===== src/design/rpi_pkg.sv =====
// ----------------------------------------------------------------------------
// rpi_pkg: shared types and constants of the ray/plane intersection block
// command codes of the input stream, the multiply schedule bounds and the
// command/status bundles between controller and datapath
// ----------------------------------------------------------------------------
package rpi_pkg;

    // kind of input request (carried in tuser)
    localparam logic [2:0] CMD_V2  = 3'd2;   // codes up to this one load a vertex
    localparam logic [2:0] CMD_ORG = 3'd3;   // load ray origin
    localparam logic [2:0] CMD_DIR = 3'd4;   // ray direction, compute a point

    // multiply schedule: steps 0..17 build den and num, 18..20 the point
    localparam int unsigned STEP_W = 5;
    localparam logic [STEP_W-1:0] STEP_NUM_LAST = 5'd17;
    localparam logic [STEP_W-1:0] STEP_PT_FIRST = 5'd18;
    localparam logic [STEP_W-1:0] STEP_PT_LAST  = 5'd20;

    typedef struct packed {
        logic              vtx_we;
        logic              org_we;
        logic              dir_we;
        logic              diff_en;
        logic              mul_en;
        logic [STEP_W-1:0] step;
        logic              div_start;
        logic              out_load;
    } t_dp_cmd;

    typedef struct packed {
        logic div_done;
    } t_dp_sts;

endpackage


===== src/design/rpi_ctrl.sv =====
// ----------------------------------------------------------------------------
// rpi_ctrl: sequencer of the ray/plane intersection block
// takes requests, walks the multiply schedule, waits on the quotient unit
// and hands finished points to the output register
// ----------------------------------------------------------------------------
module rpi_ctrl (
    input  logic              i_clk,
    input  logic              i_rst_n,
    input  logic              i_in_valid,
    input  logic [2:0]        i_in_cmd,
    output logic              o_in_ready,
    output logic              o_out_valid,
    input  logic              i_out_ready,
    output rpi_pkg::t_dp_cmd  o_cmd,
    input  rpi_pkg::t_dp_sts  i_sts
);
    import rpi_pkg::*;

    typedef enum logic [8:0] {
        S_IDLE   = 9'b000000001,
        S_DIFF   = 9'b000000010,
        S_MULA   = 9'b000000100,
        S_DRAINA = 9'b000001000,
        S_DIVST  = 9'b000010000,
        S_DIVW   = 9'b000100000,
        S_MULB   = 9'b001000000,
        S_DRAINB = 9'b010000000,
        S_DONE   = 9'b100000000
    } t_state;

    t_state            r_state, n_state;
    logic [STEP_W-1:0] r_step, n_step;
    logic              r_out_vld, n_out_vld;
    logic              w_in_acc;

    assign o_in_ready  = (r_state == S_IDLE);
    assign o_out_valid = r_out_vld;
    assign w_in_acc    = i_in_valid && o_in_ready;

    always_comb begin
        n_state         = r_state;
        n_step          = r_step;
        o_cmd           = '0;
        o_cmd.step      = r_step;
        o_cmd.vtx_we    = w_in_acc && (i_in_cmd <= CMD_V2);
        o_cmd.org_we    = w_in_acc && (i_in_cmd == CMD_ORG);
        o_cmd.dir_we    = w_in_acc && (i_in_cmd == CMD_DIR);
        case (r_state)
            S_IDLE: begin
                if (w_in_acc && (i_in_cmd == CMD_DIR)) n_state = S_DIFF;
            end
            S_DIFF: begin
                o_cmd.diff_en = 1'b1;
                n_step        = '0;
                n_state       = S_MULA;
            end
            S_MULA: begin
                o_cmd.mul_en = 1'b1;
                if (r_step == STEP_NUM_LAST) begin
                    n_state = S_DRAINA;
                end else begin
                    n_step = r_step + 1'b1;
                end
            end
            S_DRAINA: n_state = S_DIVST;
            S_DIVST: begin
                o_cmd.div_start = 1'b1;
                n_state         = S_DIVW;
            end
            S_DIVW: begin
                if (i_sts.div_done) begin
                    n_step  = STEP_PT_FIRST;
                    n_state = S_MULB;
                end
            end
            S_MULB: begin
                o_cmd.mul_en = 1'b1;
                if (r_step == STEP_PT_LAST) begin
                    n_state = S_DRAINB;
                end else begin
                    n_step = r_step + 1'b1;
                end
            end
            S_DRAINB: n_state = S_DONE;
            S_DONE: begin
                if (!r_out_vld || i_out_ready) begin
                    o_cmd.out_load = 1'b1;
                    n_state        = S_IDLE;
                end
            end
            default: n_state = S_IDLE;
        endcase
    end

    always_comb begin
        n_out_vld = r_out_vld;
        if (o_cmd.out_load) begin
            n_out_vld = 1'b1;
        end else if (i_out_ready) begin
            n_out_vld = 1'b0;
        end
    end

    always_ff @(posedge i_clk) begin
        if (!i_rst_n) begin
            r_state   <= S_IDLE;
            r_step    <= '0;
            r_out_vld <= 1'b0;
        end else begin
            r_state   <= n_state;
            r_step    <= n_step;
            r_out_vld <= n_out_vld;
        end
    end

endmodule


===== config.mk =====
export PLATFORM = sky130hd
export DESIGN_NAME = rpi_ctrl
export DESIGN_NICKNAME = d
export VERILOG_FILES = /design/src/design/rpi_pkg.sv /design/src/design/rpi_ctrl.sv
export SDC_FILE = /design/constraint.sdc
export NUM_CORES = 1
export LEC_CHECK = 0
export ABC_CLOCK_PERIOD_IN_PS = 2100
export BUFFER_PORTS_ARGS = -buffer_cell sky130_fd_sc_hd__buf_2
export CORE_MARGIN = 2
export CORE_UTILIZATION = 25
export DETAILED_ROUTE_END_ITERATION = 10
export GPL_ROUTABILITY_DRIVEN = 0
export PLACE_DENSITY = 0.45
export SLEW_MARGIN = 25
export SYNTH_ARGS = -nofsm -noshare
export SYNTH_HDL_FRONTEND = slang
export SYNTH_SLANG_ARGS = --single-unit

===== constraint.sdc =====
create_clock -name i_clk -period 2.1 [get_ports i_clk]
set_clock_uncertainty 0.1 [all_clocks]
set_input_delay 0.42 -clock i_clk [delete_from_list [all_inputs] [get_ports i_clk]]
set_output_delay 0.42 -clock i_clk [all_outputs]
set_load 0.03 [all_outputs]

==> qor.csv, run 1 <==
metric,value,unit
synth_ff_type,dfxtp_1,
antennaDiodeCount,0,
crit_path_cell_trace,"or4_4, nor4_4, nand3_2, nor2b_1, buf_4",
worst_path_largest_cell_delay,540,ps
p_per_area,351.1,mW/mm²
cts_tree,done,
vias,1195,
whs_path_depth,4,
design_area,0.001672,mm²
io_pins,22,
grt_pass1_vias,1111,
cap_violations,0,
pre_cts_ws,-60.31,ps
grt_use_total,15.18,%
grt_pass1_wl,5.216,mm
drc,0,
p_leak,0.7049,nW
place_hpwl,2.490,mm
drive_gt1_share,55.00,%
fin_hold_ws,424.2,ps
setup_tns,-970.4,ps
critical_path_class,reg2out,
violations,negative setup slack,
row_count,23,
first_pass_iters,4,
min_path_type,in2reg,
gr-usage-met3,2.273,%
die_width,68.53,µm
grt_util_met2,27.76,%
tightest_slew,473.6,ps
first_iter_violations,30,
cts_root_buf,clkbuf_8,
layout_min_cycle_time,2309,ps
cp-end-kind,primary output,
htree_levels,1,
cts.sinks,15,
critical_path_cell_count,5,
path_max_fanout,6,
cts_inserted_buffers,3,
synth_async_sr_flop_share,0,%
slew_violations,0,
io_buffers,21,
die-area,0.004696,mm²
use_met1,17.43,%
die_y,68.53,µm
synth_cell_type_count,51,
syn-cell-area,0.001041,mm²
place_area,0.001401,mm²
outcome,"finished, violations left",
finalHoldViolations,0,
synth_edf_count,0,
overflow,0,
crit_family,simple AND/OR/NAND/NOR gates,
ant_nets,0,
drt-wirelength-per-cell,15.03,µm
cts.clk_slew.worst_paths,70,ps
r2r_cells,10,
ys_ff_latch,15,
setup_slack,-208.7,ps
clockBufferDepth,2,
startpoint_type,register,
ir_drop,158.3,µV
slowest_stage,or4_4,
antenna_found_initial,0,
core_area,0.004000,mm²
cp.buffers_inverters,1,
slew_headroom,68.28,%
worstPathArrival,1790,ps
syn_inst,126,
clk_latency,250,ps
setup_viol,10,
rsz0062_at_grt,true,
max_freq,433.1,MHz
grt_max_degree,18,
critPathRequiredTime,1580,ps
routed_wl,3.458,mm
yosys_warnings,0,
yosysSeqAreaShare,28.85,%
area_growth,60.58,%
start_util,26.02,%
vias_per_cell,5.196,
final_net_count,192,
syn_area_per_cell,8.262,µm²
fin_crit_sh,109.9,%
synth.net_count,137,
grt-busiest-layer,met2,
==> final timing paths <==
check,slack (ps),end,start
min reg2reg,490,o_out_valid$_SDFFE_PN0P_,o_out_valid$_SDFFE_PN0P_
max reg2reg,-100,r_state[8]$_SDFFE_PN0P_,r_state[1]$_SDFFE_PN0P_
min,420,r_state[5]$_SDFFE_PN0P_,i_sts
max,-210,o_cmd[0],r_state[1]$_SDFFE_PN0P_
==> per-stage QoR <==
step,instances,util (%),power [W]
after floorplan,126,-,0.0003240
after global placement,217,35.03,0.0003463
after detailed placement,217,35.03,0.0003472
after CTS,228,39.32,0.0005974
after global routing,230,41.79,0.0006160
final,230,41.79,0.0005870
==> worst min-delay path: cells and delay by family <==
family,cells,cell delay [ps]
buffers and inverters,1,110
and+or+nand+nor,2,110
AOI/OAI and AO/OA,1,110
==> logic make-up (layout without fill, tap and decap cells) <==
group	count (synthesis)	count (layout)	synth area share (%)
buf+inv	14	68	6.370
xor+xnor	2	2	1.683
flops	15	15	28.85
fa+ha+maj	3	3	3.606
compound gates	26	26	19.59
simple gates	66	66	39.90
==> power by group <==
group	total (W)	switching, W	internal [W]
Combinational	0.0000621	0.0000337	0.0000284
Sequential	0.000283	0.00000259	0.000280
Clock	0.000242	0.000107	0.000134
Total	0.000587	0.000144	0.000443
==> area by class of cell <==
| class | instances | area, µm² |
|---|---|---|
| fill | 391 | 2328 |
| clock buffer | 4 | 45.04 |
| sequential | 15 | 325.3 |
| inverter | 7 | 28.78 |
| tap | 50 | 62.56 |
| multi-input combinational | 97 | 794.5 |
| timing repair buffer | 57 | 415.4 |
==> state kept, by name (all words and copies together) (netlist names) <==
register and cells:
r_state 9, r_step 5, o_out_valid 1
==> synth_stat cells, types with 3 or more instances <==
| cell type | number | area share, % |
|---|---|---|
| and2_1 | 3 | 1.8 |
| dfxtp_1 | 15 | 29 |
| clkbuf_1 | 3 | 1.1 |
| nor3_1 | 4 | 1.9 |
| ha_1 | 3 | 3.6 |
| nor4b_1 | 5 | 4.2 |
| nor4_1 | 3 | 1.8 |
| o31ai_1 | 3 | 2.2 |
| nand2_1 | 8 | 2.9 |
| nand3_1 | 9 | 4.3 |
| a21oi_1 | 6 | 2.9 |
| nor2_1 | 9 | 3.2 |
| inv_1 | 6 | 2.2 |
==> what timing repair did <==
action	4_1_cts	5_1_grt
gates resized for setup	21	22
setup buffers	8	7
endpoints found under the setup margin	14	18
hold buffers	0	0
pin swaps	7	10
==> routing by layer <==
layer | wire, µm | up-vias | part of all wire, %
met2 | 1859 | 16 | 54
met1 | 1494 | 591 | 43
met4 | 36 | 0 | 1.0
met3 | 66 | 4 | 1.9
met5 | 0 | - | 0
li1 | - | 584 | -
==> cell usage in the layout, fill, tap and decap left out, types with 5 or more instances in the layout <==
master / n
a21oi_1: 6
buf_6: 6
buf_4: 35
nand3_1: 7
dfxtp_4: 5
nor2_1: 9
dfxtp_2: 5
dfxtp_1: 5
buf_2: 14
nand2_1: 8
(Power assumes the default switching activity.)
==> inputs of run 2 (changes only) <==
--- a/config.mk
+++ b/config.mk
@@ -11,8 +11,7 @@
 export CORE_UTILIZATION = 25
 export DETAILED_ROUTE_END_ITERATION = 10
 export GPL_ROUTABILITY_DRIVEN = 0
-export PLACE_DENSITY = 0.45
-export SLEW_MARGIN = 25
+export SLEW_MARGIN = 5
 export SYNTH_ARGS = -nofsm -noshare
 export SYNTH_HDL_FRONTEND = slang
 export SYNTH_SLANG_ARGS = --single-unit
==> qor.csv, run 2 (same netlist as run 1, synthesis figures left out) <==
metric,value,unit
outcome,"finished, violations left",
violations,negative setup slack,
tightest_slew,520.4,ps
vias_per_cell,5.064,
ant_nets,0,
die_width,68.53,µm
clockBufferDepth,2,
critPathRequiredTime,1580,ps
io_pins,22,
cts_root_buf,clkbuf_8,
htree_levels,1,
regMostFlops,r_state,
startpoint_type,register,
drt-wirelength-per-cell,13.48,µm
first_pass_iters,4,
cts.clk_slew.worst_paths,60,ps
final_common_cell,buf_4,
slew_violations,0,
mostFrequentLayoutCells,"buf_4, buf_2, nor2_1, nand2_1, dfxtp_2",
final_net_count,182,
routed_wl,2.966,mm
ir_drop,147.5,µV
pre_cts_ws,-50.60,ps
fin_crit_sh,108.7,%
die_y,68.53,µm
place_area,0.001371,mm²
cts_inserted_buffers,3,
antennaDiodeCount,0,
place_hpwl,2.174,mm
vias,1114,
cap_violations,0,
worstPathArrival,1760,ps
design_area,0.001556,mm²
antenna_found_initial,0,
first_iter_violations,27,
setup_slack,-182.7,ps
finalHoldViolations,0,
rsz0062_at_grt,true,
max_freq,438.1,MHz
io_buffers,21,
min_path_type,in2reg,
grt_max_degree,18,
cts.sinks,15,
start_util,26.02,%
die-area,0.004696,mm²
largest_reg_flops,9,
layout_min_cycle_time,2283,ps
drive_gt1_share,51.18,%
critical_path_class,reg2out,
cp-end-kind,primary output,
fillers,393,
row_count,23,
p_leak,0.6711,nW
cts_tree,done,
path_max_fanout,3,
slew_headroom,65.14,%
grt_pass1_wl,4.912,mm
overflow,0,
area_growth,49.52,%
core_area,0.004000,mm²
drc,0,
clk_latency,240,ps
grt_pass1_vias,1084,
p_per_area,372.2,mW/mm²
grt_use_total,13.96,%
setup_viol,4,
## run 2: cell count changes in the layout (fill, tap and decap cells not counted), moves of 2 or more
cell,before,now
clkbuf_4,2,0
o22ai_1,0,2
dfxtp_4,5,2
buf_6,6,3
o22ai_2,2,0
buf_4,35,28
dfxtp_2,5,8
buf_2,14,16
## run 2: timing repair
item,in CTS,in global routing
resized for setup,20,11
buffers inserted,3,0
setup endpoints to repair,8,15
hold buffers,0,0
pin swaps,8,3
hold endpoints to repair,0,0
gates cloned,0,0
## run 2: stage by stage
stage	utilization, %	hold WS [ps]	setup TNS [ps]	power, W	instances
2_1_floorplan	-	399.8	-34.30	0.0003240	126
3_3_place_gp	34.28	440.8	-49.46	0.0003463	213
3_5_place_dp	34.28	442.7	-87.61	0.0003463	213
4_1_cts	37.94	427.2	-379.3	0.0005817	220
5_1_grt	38.91	467.0	-1543	0.0006093	220
6_report	38.91	434.9	-381.5	0.0005793	220
## run 2: final timing paths
check                           slack [ps]                startpoint  depth (start not counted)                  endpoint
worst max-delay path                  -180   r_state[2]$_SDFFE_PN0P_                          5                  o_cmd[0]
worst min register to register         470  o_out_valid$_SDFFE_PN0P_                          2  o_out_valid$_SDFFE_PN0P_
worst min-delay path                   430               i_out_ready                          3  o_out_valid$_SDFFE_PN0P_
worst max register to register         -30    r_step[1]$_SDFFE_PN0P_                          7    r_step[1]$_SDFFE_PN0P_
## run 2: layout make-up
class	instances	area, µm²	area share (%)
Clock buffer	4	45.04	2.894
Inverter	7	28.78	1.849
Multi-Input combinational cell	97	778.2	50.00
Sequential cell	15	317.8	20.42
Tap cell	50	62.56	4.019
Timing Repair Buffer	47	324.1	20.82
## run 2: worst max-delay path, cell delays in order, from the launching register on
cell and delay (ps):
dfxtp_2 320, or4_4 560, nor4_4 200, nand3_2 130
nor2b_1 140, buf_4 170
## run 2: power by group
part	internal [W]	total [W]	switching (W)
Combinational	0.0000286	0.0000630	0.0000344
Sequential	0.000284	0.000286	0.00000236
Clock	0.000134	0.000230	0.0000962
## run 2: per-layer routing
metal / wire length (µm) / global-route usage (%)
met1: 1284 / 17.03
met2: 1575 / 24.52
met3: 48 / 1.461
met4: 57 / 6.250
met5: 0 / 0
==> inputs of run 3 (changes only) <==
--- a/config.mk
+++ b/config.mk
@@ -11,6 +11,7 @@
 export CORE_UTILIZATION = 25
 export DETAILED_ROUTE_END_ITERATION = 10
 export GPL_ROUTABILITY_DRIVEN = 0
+export SETUP_SLACK_MARGIN = 0.05
 export SLEW_MARGIN = 5
 export SYNTH_ARGS = -nofsm -noshare
 export SYNTH_HDL_FRONTEND = slang
==> constraint.sdc (replaced) <==
create_clock -name i_clk -period 2.1 [get_ports i_clk]
set_clock_uncertainty 0.1 [all_clocks]
set_input_delay 0.21 -clock i_clk [delete_from_list [all_inputs] [get_ports i_clk]]
set_output_delay 0.21 -clock i_clk [all_outputs]
set_load 0.03 [all_outputs]
==> qor.csv, run 3 (same netlist as run 1, synthesis figures left out) <==
metric,value,unit
worstPathArrival,2190,ps
grt_use_total,13.39,%
reg2reg_from,r_state[0]$_SDFFE_PN1P_,
critical_path_class,reg2reg,
setup_slack,-33.44,ps
pwr-share-clk,42.0,%
p_per_area,371.1,mW/mm²
mostFrequentLayoutCells,"buf_4, buf_2, nor2_1, nand2_1, dfxtp_1",
fin_util,40.76,%
seqCellArea,314.1,µm²
path_max_fanout,4,
antennaDiodeCount,0,
place_inst,212,
pwr-share-comb,10.9,%
row_count,23,
cts.sinks,15,
place_hpwl,2.108,mm
finalHoldViolations,0,
fin_crit_sh,101.6,%
grt_pass1_vias,1034,
final_common_cell,buf_4,
drive_gt1_share,53.71,%
slowest_stage,or4b_4,
gr-usage-met3,1.948,%
regMostFlops,r_state,
seq_power_share,47.0,%
min_path_type,in2reg,
cp-end-kind,register,
endpoint,r_step[1]$_SDFFE_PN0P_,
startpoint_type,register,
antenna_found_initial,0,
cp-startpoint,r_state[0]$_SDFFE_PN1P_,
cts_inserted_buffers,3,
grt_util_met2,22.36,%
drc,0,
place_area,0.001358,mm²
r2r_cells,6,
first_pass_iters,4,
whs_path_depth,3,
vias_per_cell,5.116,
hold_buffers,0,
start_util,26.02,%
grt_max_degree,18,
switching_share,26.30,%
area_growth,56.61,%
cap_violations,0,
critPathRequiredTime,2160,ps
htree_levels,1,
io_pins,22,
outcome,"finished, violations left",
rrSetupSlack,-30,ps
critical_path_cell_count,6,
p_int,0.0004459,W
worst_path_largest_cell_delay,540,ps
slew_headroom,69.87,%
grt-busiest-layer,met2,
ant_nets,0,
crit_path_cell_trace,"buf_4, or4b_4, or4_4, o31a_4, and2_4, o211a_1",
design_area,0.001630,mm²
slew_violations,0,
use_met1,17.46,%
cts_root_buf,clkbuf_8,
fillers,381,
violations,negative setup slack,
vias,1151,
rsz0062_at_grt,true,
crit_family,simple AND/OR/NAND/NOR gates,
cp.buffers_inverters,1,
r2r-end,r_step[1]$_SDFFE_PN0P_,
core_area,0.004000,mm²
grt_pass1_wl,4.733,mm
clk_latency,260,ps
die_width,68.53,µm
finalNonFillerCells,225,
clockBufferDepth,2,
max_freq,468.7,MHz
pre_cts_ws,-5.173,ps
cts_tree,done,
largest_reg_flops,9,
io_buffers,21,
overflow,0,
ir_drop,169.8,µV
setup_viol,3,
p_sw,0.0001591,W
drt-wirelength-per-cell,13.34,µm
final_net_count,187,
p_leak,0.7012,nW
cts.clk_slew.worst_paths,80,ps
tightest_slew,445.6,ps
routed_wl,3.001,mm
die_y,68.53,µm
multiInputGateArea,808.3,µm²
die-area,0.004696,mm²
layout_min_cycle_time,2133,ps
first_iter_violations,31,
-- run 3: cell types whose count changed in the layout (fill, tap and decap cells not counted), sizes merged --
cell and delta:
buf +5, clkbuf -1, clkinv +1
-- run 3: area by class of cell --
cell class,instances,area share [%]
Multi-Input combinational cell,97,49.58
Timing Repair Buffer,52,22.56
Clock inverter,1,0.3070
Tap cell,50,3.837
Inverter,7,1.919
Clock buffer,3,2.533
Sequential cell,15,19.26
-- run 3: power groups by stage --
stage	clock [W]	sequential [W]	combinational (W)
6_report	0.000254	0.000285	0.0000661
5_1_grt	0.000268	0.000285	0.0000708
4_1_cts	0.000253	0.000284	0.0000604
3_5_place_dp	0	0.000291	0.0000532
3_3_place_gp	0	0.000291	0.0000531
2_1_floorplan	0	0.000292	0.0000320
-- run 3: worst min-delay path by stage --
stage / endpoint / startpoint / slack (ps)
floorplan: r_state[5]$_SDFFE_PN0P_ / i_sts / 340
global placement: r_state[5]$_SDFFE_PN0P_ / r_state[7]$_SDFFE_PN0P_ / 440
detailed placement: r_state[5]$_SDFFE_PN0P_ / r_state[7]$_SDFFE_PN0P_ / 450
CTS: r_state[1]$_SDFFE_PN0P_ / i_in_cmd[1] / 200
global route: r_state[1]$_SDFFE_PN0P_ / i_in_cmd[1] / 210
finish: r_state[1]$_SDFFE_PN0P_ / i_in_cmd[1] / 200
-- run 3: through the flow --
step | TNS [ps] | hold slack [ps] | power [W]
2_1_floorplan | -27.47 | 336.0 | 0.0003236
3_3_place_gp | 0 | 440.8 | 0.0003440
3_5_place_dp | -5.173 | 447.6 | 0.0003441
4_1_cts | -171.3 | 202.7 | 0.0005974
5_1_grt | -356.1 | 214.2 | 0.0006236
6_report | -67.61 | 197.9 | 0.0006050
-- run 3: timing repair --
item                                    CTS  global route
endpoints found under the setup margin    9            16
setup buffers                             6             3
pin swaps                                 7             9
gates resized for setup                  17            20
-- run 3: layer usage --
metal,share of wire [%],vias to the layer above
met5,0,-
met2,51,24
li1,-,571
met4,1.2,0
met3,3.0,5
met1,45,551
-- run 3: tightest hold or removal path: stages --
cell and delay (ps):
buf_2 90, nor4b_1 60, and3_1 170
